$ cat src/sv/spq_pkg.sv
// Shared constants and types for the sorted-insert priority queue.
`default_nettype none
package spq_pkg;

    localparam int CAPACITY = 16;
    localparam int CNT_W    = $clog2(CAPACITY + 1);
    localparam int DATA_W   = 32;
    localparam int COUNT_W  = 5;

    localparam logic OP_PUSH = 1'b0;
    localparam logic OP_POP  = 1'b1;

    typedef logic signed [DATA_W-1:0] t_entry;

    // Command broadcast to every cell of the chain.
    typedef struct packed {
        logic   push;
        logic   pop;
        t_entry value;
    } t_cell_cmd;

endpackage
`default_nettype wire

$ cat src/sv/spq_cell.sv
// One storage cell of the descending chain: holds an entry and its valid bit.
`default_nettype none
module spq_cell import spq_pkg::*; (
    input  wire logic      i_clk,
    input  wire logic      i_rst_n,
    input  wire t_cell_cmd i_cmd,
    input  wire t_entry    i_prev_entry,
    input  wire logic      i_prev_valid,
    input  wire logic      i_prev_keep,
    input  wire t_entry    i_next_entry,
    input  wire logic      i_next_valid,
    output t_entry         o_entry,
    output logic           o_valid,
    output logic           o_keep
);

    t_entry r_entry;
    logic   r_valid;
    t_entry n_entry;
    logic   n_valid;

    // Keep own entry on push when it is not smaller than the new value.
    assign o_keep = r_valid && (r_entry >= i_cmd.value);

    always_comb begin
        n_entry = r_entry;
        n_valid = r_valid;
        if (i_cmd.push) begin
            n_valid = r_valid | i_prev_valid;
            if (!o_keep) begin
                n_entry = i_prev_keep ? i_cmd.value : i_prev_entry;
            end
        end else if (i_cmd.pop) begin
            // Advance toward the head.
            n_entry = i_next_entry;
            n_valid = i_next_valid;
        end
    end

    always_ff @(posedge i_clk) begin
        if (!i_rst_n) begin
            r_valid <= 1'b0;
        end else begin
            r_valid <= n_valid;
        end
        r_entry <= n_entry;
    end

    assign o_entry = r_entry;
    assign o_valid = r_valid;

endmodule
`default_nettype wire

$ cat src/sv/sorted_insert_priority_queue.sv
// Top level of the sorted-insert priority queue: cell chain, count and result register.
`default_nettype none
// The queue holds up to CAPACITY signed 32-bit values in a row of cells kept in
// descending order, so the largest value always sits in cell 0. A push (opcode 0)
// is broadcast to all cells at once: each cell compares its entry with the new
// value and either holds, takes the new value, or takes its left neighbor's entry,
// which opens a gap at the insertion point. A pop (opcode 1)
// returns cell 0 and shifts every cell one place toward the head. Each operation
// produces exactly one result, registered at the output; a new
// item is accepted in every cycle in which the result register is empty or being
// taken, so the sustained rate is one item per cycle, bounded by the cell compare.
// A pop of an empty queue returns 0 with o_empty_pop set; a push to a full queue
// is dropped with o_push_dropped set. o_entry_count reports the count afterwards,
// modulo 32. No clearing pass is needed after reset.
module sorted_insert_priority_queue import spq_pkg::*; (
    input  wire logic               i_clk,
    input  wire logic               i_rst_n,
    input  wire logic               i_in_valid,
    output logic                    o_in_ready,
    input  wire logic               i_opcode,
    input  wire logic signed [31:0] i_data_value,
    output logic                    o_out_valid,
    input  wire logic               i_out_ready,
    output logic signed [31:0]      o_popped_value,
    output logic [4:0]              o_entry_count,
    output logic                    o_empty_pop,
    output logic                    o_push_dropped
);

    t_entry             w_entry [CAPACITY];
    logic [CAPACITY-1:0] w_valid;
    logic [CAPACITY-1:0] w_keep;
    t_cell_cmd          w_cmd;

    logic [CNT_W-1:0]   r_count;
    logic [CNT_W-1:0]   n_count;
    logic               r_out_valid;
    t_entry             r_popped;
    logic               r_empty_pop;
    logic               r_push_dropped;
    logic [COUNT_W-1:0] r_entry_count;

    logic               w_xfer;
    logic               w_full;
    logic               w_empty;

    // Take a new item whenever the result register is free or draining.
    assign o_in_ready = !r_out_valid || i_out_ready;
    assign w_xfer     = i_in_valid && o_in_ready;

    assign w_full  = w_valid[CAPACITY-1];
    assign w_empty = !w_valid[0];

    // Drop pushes to a full queue and pops of an empty one before they reach the cells.
    assign w_cmd.push  = w_xfer && (i_opcode == OP_PUSH) && !w_full;
    assign w_cmd.pop   = w_xfer && (i_opcode == OP_POP) && !w_empty;
    assign w_cmd.value = i_data_value;

    for (genvar g = 0; g < CAPACITY; g++) begin : g_cell
        t_entry w_prev_entry;
        logic   w_prev_valid;
        logic   w_prev_keep;
        t_entry w_next_entry;
        logic   w_next_valid;

        if (g == 0) begin : g_head
            // The head has no left neighbor: a non-keeping head takes the new value.
            assign w_prev_entry = i_data_value;
            assign w_prev_valid = 1'b1;
            assign w_prev_keep  = 1'b1;
        end else begin : g_body
            assign w_prev_entry = w_entry[g-1];
            assign w_prev_valid = w_valid[g-1];
            assign w_prev_keep  = w_keep[g-1];
        end

        if (g == CAPACITY - 1) begin : g_tail
            assign w_next_entry = w_entry[g];
            assign w_next_valid = 1'b0;
        end else begin : g_inner
            assign w_next_entry = w_entry[g+1];
            assign w_next_valid = w_valid[g+1];
        end

        spq_cell u_cell (
            .i_clk        (i_clk),
            .i_rst_n      (i_rst_n),
            .i_cmd        (w_cmd),
            .i_prev_entry (w_prev_entry),
            .i_prev_valid (w_prev_valid),
            .i_prev_keep  (w_prev_keep),
            .i_next_entry (w_next_entry),
            .i_next_valid (w_next_valid),
            .o_entry      (w_entry[g]),
            .o_valid      (w_valid[g]),
            .o_keep       (w_keep[g])
        );
    end

    always_comb begin
        n_count = r_count;
        if (w_cmd.push) begin
            n_count = r_count + CNT_W'(1);
        end else if (w_cmd.pop) begin
            n_count = r_count - CNT_W'(1);
        end
    end

    // Hold the result until the downstream side takes the transfer.
    always_ff @(posedge i_clk) begin
        if (!i_rst_n) begin
            r_count     <= '0;
            r_out_valid <= 1'b0;
        end else begin
            r_count <= n_count;
            if (w_xfer) begin
                r_out_valid <= 1'b1;
            end else if (i_out_ready) begin
                r_out_valid <= 1'b0;
            end
        end
        if (w_xfer) begin
            r_popped       <= w_cmd.pop ? w_entry[0] : '0;
            r_empty_pop    <= (i_opcode == OP_POP) && w_empty;
            r_push_dropped <= (i_opcode == OP_PUSH) && w_full;
            r_entry_count  <= COUNT_W'(n_count);
        end
    end

    assign o_out_valid    = r_out_valid;
    assign o_popped_value = r_popped;
    assign o_entry_count  = r_entry_count;
    assign o_empty_pop    = r_empty_pop;
    assign o_push_dropped = r_push_dropped;

    // The count always equals the number of occupied cells.
    a_count_matches: assert property (@(posedge i_clk) disable iff (!i_rst_n)
        CNT_W'($countones(w_valid)) == r_count)
        else $error("entry count differs from occupied cells");

    // Occupied cells form a contiguous run starting at the head.
    a_valid_packed: assert property (@(posedge i_clk) disable iff (!i_rst_n)
        ((w_valid + CAPACITY'(1)) & w_valid) == '0)
        else $error("occupied cells are not packed at the head");

    // The two head cells stay in descending order.
    a_head_sorted: assert property (@(posedge i_clk) disable iff (!i_rst_n)
        w_valid[1] |-> (w_entry[0] >= w_entry[1]))
        else $error("head cells out of order");

    // A rejected operation leaves the count unchanged.
    a_reject_holds: assert property (@(posedge i_clk) disable iff (!i_rst_n)
        (w_xfer && !w_cmd.push && !w_cmd.pop) |=> $stable(r_count))
        else $error("rejected operation changed the count");

endmodule
`default_nettype wire

$ cat config.mk
export PLATFORM = sky130hd
export DESIGN_NAME = sorted_insert_priority_queue
export DESIGN_NICKNAME = d
export VERILOG_FILES = /design/src/sv/spq_pkg.sv /design/src/sv/spq_cell.sv /design/src/sv/sorted_insert_priority_queue.sv
export SDC_FILE = /design/constraint.sdc
export NUM_CORES = 2
export LEC_CHECK = 0
export ABC_AREA = 1
export BUFFER_PORTS_ARGS = -buffer_cell sky130_fd_sc_hd__buf_4
export CORE_MARGIN = 10
export CORE_UTILIZATION = 30
export CTS_BUF_LIST = sky130_fd_sc_hd__clkbuf_4 sky130_fd_sc_hd__clkbuf_8
export CTS_CLUSTER_SIZE = 30
export DETAILED_ROUTE_END_ITERATION = 8
export GPL_TIMING_DRIVEN = 0
export PLACE_DENSITY = 0.47
export SLEW_MARGIN = 20
export SYNTH_ARGS = -nofsm -noshare
export SYNTH_HDL_FRONTEND = slang
export SYNTH_SLANG_ARGS = --single-unit
$ cat constraint.sdc
create_clock -name i_clk -period 4.6 [get_ports i_clk]
set_clock_uncertainty 0.05 [all_clocks]
set_input_delay 0.46 -clock i_clk [delete_from_list [all_inputs] [get_ports i_clk]]
set_output_delay 0.46 -clock i_clk [all_outputs]
set_load 0.02 [all_outputs]
After elaboration in Yosys (flattened, before gate mapping)
Cells that the tools add are included.

word-level totals
  register bits = 573
  input bits = 37
  output and inout port bits = 41

cells by class
  $add $sub $neg = 2
  order comparisons = 16
  equal/unequal tests = 15
  mux-type cells = 96
  bitwise logic cells = 17
  reduce and logical (&&, ||, !) cells = 45

operators by type and width
  kind                                              count
  two-way mux 32 bit                                60
  >= comparator 32 bit                              16
  two-way mux 1 bit                                 34
  AND reduction 2 bit                               16
  != test 2 bit, second input constant              15
  logical AND 1 bit                                 23
  OR 1 bit                                          15
  two-way mux 5 bit                                 2
  adder 5 x 1 -> 5 bit, second input constant       1
  subtractor 5 x 1 -> 5 bit, second input constant  1
  nonzero test 2 bit                                2
  logical NOT 1 bit                                 3
  NOT 1 bit                                         2
  logical OR 1 bit                                  1

Logic depth before layout (Yosys ltp)
  depth after elaboration = 7
  depth in mapped cells = 21

Cells and area by module
A second synthesis with hierarchy kept.

unflattened totals
  cell total of the unflattened synthesis = 5414
  area, all modules = 42195.5 um^2

modules (own cells, without submodules)
  module                        instances  cells an instance  area each (um^2)  sequential area each (um^2)
  spq_cell                      16         327                2519.9            980.9
  sorted_insert_priority_queue  1          182                1876.8            1291.2

Worst setup path after synthesis
No wires, ideal clock.

  path type = input -> register
  start point = in i_out_ready
  end point = reg g_cell[12].u_cell.r_entry[0] (enable)
  data arrival time = 3239 ps
  required time = 4161 ps
  setup slack = 921 ps
  stages = 10
  cells stage by stage = inv_1 > nand2_1 > nand2_1 > inv_1 > nand2_1 > nor2_4 > inv_2 > clkbuf_1 > buf_2 > nand2_1

on the way
  cells in the longest elaborated chain, start to end = 6
  elaborated cells between the ends (all ways) = 9
  those cells by class = eq/ne: 1; reduce/logical: 8

ends and longest elaborated chain
  item                                                                  line                                                                    RTL
  from (decl)                                                           sorted_insert_priority_queue.sv:23                                      input wire logic i_out_ready,
  logical OR 1 bit *                                                    sorted_insert_priority_queue.sv:48                                      assign o_in_ready = !r_out_valid || i_out_ready;
  net o_in_ready                                                        sorted_insert_priority_queue.sv:19                                      output logic o_in_ready,
  logical AND 1 bit *                                                   sorted_insert_priority_queue.sv:49                                      assign w_xfer = i_in_valid && o_in_ready;
  net w_xfer                                                            sorted_insert_priority_queue.sv:43                                      logic w_xfer;
  logical AND 1 bit, on equally long branches (2 in a row)              sorted_insert_priority_queue.sv:55, sorted_insert_priority_queue.sv:56
  != test 2 bit (no source line) or nonzero test 2 bit (tied branches)  -
  AND reduction 2 bit (no source line) *                                -
  to (signal assigned)                                                  spq_cell.sv:46                                                          r_entry <= n_entry;
  to (decl)                                                             spq_cell.sv:17                                                          t_entry r_entry;

The timed path passes the listed nets; every way through them passes the cells marked *.
A chain may end at the register's enable or synchronous reset.

Worst setup path in the final report
  start point = in i_data_value[26]
  end point = reg g_cell[11].u_cell.r_entry[5] (enable)

on the way
  cells in the longest elaborated chain, start to end = 4

ends and longest elaborated chain
  item                                  line                                RTL
  from (decl)                           sorted_insert_priority_queue.sv:21  input wire logic signed [31:0] i_data_value,
  >= comparator 32 bit                  spq_cell.sv:23                      assign o_keep = r_valid && (r_entry >= i_cmd.value);
  logical AND 1 bit                     spq_cell.sv:23
  != test 2 bit (no source line)        -
  AND reduction 2 bit (no source line)  -
  to (signal assigned)                  spq_cell.sv:46
  to (decl)                             spq_cell.sv:17

No other way between the ends.

==> metrics.yaml <==
core_area_sq_um: 136000
final_common_cell: "nand2_1"
ys_types: 39
portBuffers: 77
syn_inst: 5485
avgSynthCellArea_sq_um: 7.51
fillers: 14598
nets: 6236
clk_pin_slew_ns: 0.06
postLayoutCellArea_sq_um: 46800
cp-startpoint: "i_data_value[26]"
dpl.cell_count: 7362
synth_edf_count: 551
synth_top_area_frac: 0.402
stdcell_count: 7594
synth_top_area_cell: "edfxtp_1"
rows: 135
drc_errors: 0
start_util: 0.303
yosysSeqAreaShare: 0.412
wirelength_um: 132000
drtPass1Iterations: 7
slew_headroom: 0.338
post-route-util: 0.344
met2WireLength_um: 60900
wire_per_inst_um: 17.3
hold_ws_ns: 0.0645
die_height_um: 391
clock_latency_ns: 0.79
rr_startpoint: "g_cell[2].u_cell.o_entry[31]"
required_ns: 5.02
period_share: 0.888
grt_pass1_wl_um: 196000
synthesis.area_sq_um: 41200
wl_met3_um: 5640
dp_hpwl_um: 110000
powerDensity_nw_per_um2: 316
critPathKind: "in -> reg"
slew_viol_final: 0
crit_path_cell_trace: "dlygate4sd3_1 -> buf_4 -> inv_1 -> ha_1 -> nand2_1 -> nor2_1 -> nand4_1 -> nor2_1 -> nand2_1 -> nand4_1 -> nand3_1 -> nand2_2 -> nand2_4 -> buf_6 -> nand2_2 -> buf_12"
wl_met1_um: 61500
grt_util_all_layers: 0.168
numCtsBuffers: 115
fin_crit_ns: 4.08
drt_iter0_markers: 1945
die_w_um: 391
cp.arrival_ns: 4.50
power_mw: 14.8
crit_fanout: 23
crit_path_top_delay_cell: "inv_1"
ant_nets: 0
hp-class: "in -> reg"
max_stage_delay_ns: 0.62
endpoint_kind: "flop"
setup_violations: 0
ys_top_cells_by_area: "edfxtp_1 40%, nand2_1 26%, ha_1 15%"
globalplace.congestion: 0.827
ios: 78
antenna_found_initial: 3
cts_root_buffer: "clkbuf_8"
dpl_cell_area_sq_um: 44400
die_area_sq_um: 153000
ir_drop_v: 0.000208
rsz0062_at_grt: "no"
via_per_inst: 4.45
cts_num_sinks: 573
syn_to_final_growth_pct: 13.6
async_reset_ff_frac: 0
cts_tree: "done"
synth_seq_cells: 573
synth_ff_type: "edfxtp_1"
grt_max_degree: 28
top_layer: "met4"
clk_path_buf_depth: 3
htree_num_levels: 3
synth_warnings: 0
start_kind: "input port"
power.leakage_nw: 25.9
fmax_ghz: 0.245
vias: 33778
layout-drive-gt1-share: 0.0804
grt_pass1_vias: 33083
most-common-layout-cells: "2883 x nand2_1, 615 x inv_1, 551 x edfxtp_1, 482 x ha_1, 232 x a21oi_1"
maxCapViolCount: 0
min_from: "i_data_value[20]"
status: "finished, final reports clean"
worstMarginPinSlew_ns: 0.993
grt-ovfl-total: 0
hold_violations: 0
syn-num-nets: 6004
[Yosys cell counts, types with 2 or more instances]
library cell,number
nand2_1,2898
inv_1,616
edfxtp_1,551
ha_1,482
a21oi_1,232
nor2_1,175
nand3_1,87
o21ai_0,77
buf_2,76
clkbuf_1,62
nand4_1,37
buf_6,36
o21a_1,28
dfxtp_1,22
buf_4,19
a21o_1,16
nand2_2,16
nand2_4,13
nor4_2,12
nor3_1,5
nor2_2,3
inv_2,2
nand3b_1,2
o211ai_1,2
xor2_1,2
[kinds of logic after synthesis]
| group | after synthesis | share of synthesized area |
|---|---|---|
| fa+ha+maj | 482 | 0.146 |
| compound gates | 363 | 0.0476 |
| buf+inv | 811 | 0.0845 |
| simple gates | 3253 | 0.308 |
| xor+xnor | 3 | 0.000638 |
| flops | 573 | 0.412 |
[area by class of cell]
class / instances / area, sq um / share of cell area
Buffer: 193 / 1160 / 0.0248
Multi-Input combinational cell: 4101 / 20800 / 0.444
Inverter: 618 / 2320 / 0.0496
Antenna cell: 4 / 10.0 / 0.000214
Tap cell: 1781 / 2230 / 0.0476
Sequential cell: 573 / 17000 / 0.363
Clock buffer: 169 / 2020 / 0.0432
Clock inverter: 40 / 158 / 0.00337
Timing Repair Buffer: 115 / 1140 / 0.0244
[stage by stage]
| step | setup slack [ns] | setup TNS [ns] |
|---|---|---|
| after CTS | 0.494 | 0 |
| after global routing | 0.399 | 0 |
| final | 0.517 | 0 |
| after global placement | -0.504 | -186.29 |
| after floorplan | 0.921 | 0 |
| after detailed placement | 0.212 | 0 |
[power breakdown]
part / internal (mW) / switching [mW] / total, mW / leakage (nW)
clock: 2.77 / 2.45 / 5.22 / 1.16
combinational: 1.06 / 1.99 / 3.06 / 19.3
sequential: 6.25 / 0.247 / 6.50 / 5.38
[worst paths after layout]
check / end / slack [ns] / cells after the start
hold / removal: g_cell[15].u_cell.o_entry[20] / 0.06 / 3
setup reg to reg: g_cell[2].u_cell.o_entry[2] / 1.06 / 13
setup / recovery: g_cell[11].u_cell.o_entry[5] / 0.52 / 16
hold reg to reg: g_cell[14].u_cell.o_entry[28] / 0.46 / 2
[critical path, delay by kind of cell]
family,cells,cell delay (ns)
fa+ha+maj,1,0.25
simple gates,10,2.00
buf+inv,5,1.76
[metal layers]
layer	vias up	track usage
met2	648	0.285
met5	-	0
met4	0	0.0465
met3	182	0.0217
met1	15030	0.223
li1	17918	-
[state kept, by name (all words and copies together) (netlist names)]
| name | cells |
|---|---|
| g_cell.u_cell.o_valid | 16 |
| o_entry_count | 5 |
| o_empty_pop | 1 |
| r_count | 5 |
| g_cell.u_cell.o_entry | 512 |
| o_out_valid | 1 |
| o_push_dropped | 1 |
| o_popped_value | 32 |
[what timing repair did]
item                                   in CTS  in global routing
endpoints found under the hold margin      21                  0
setup endpoints to repair                   0                  0
setup buffers                               0                  0
gates resized for setup                     0                  0
hold buffers                               19                  0
Power figures use the tool's default switching activity.
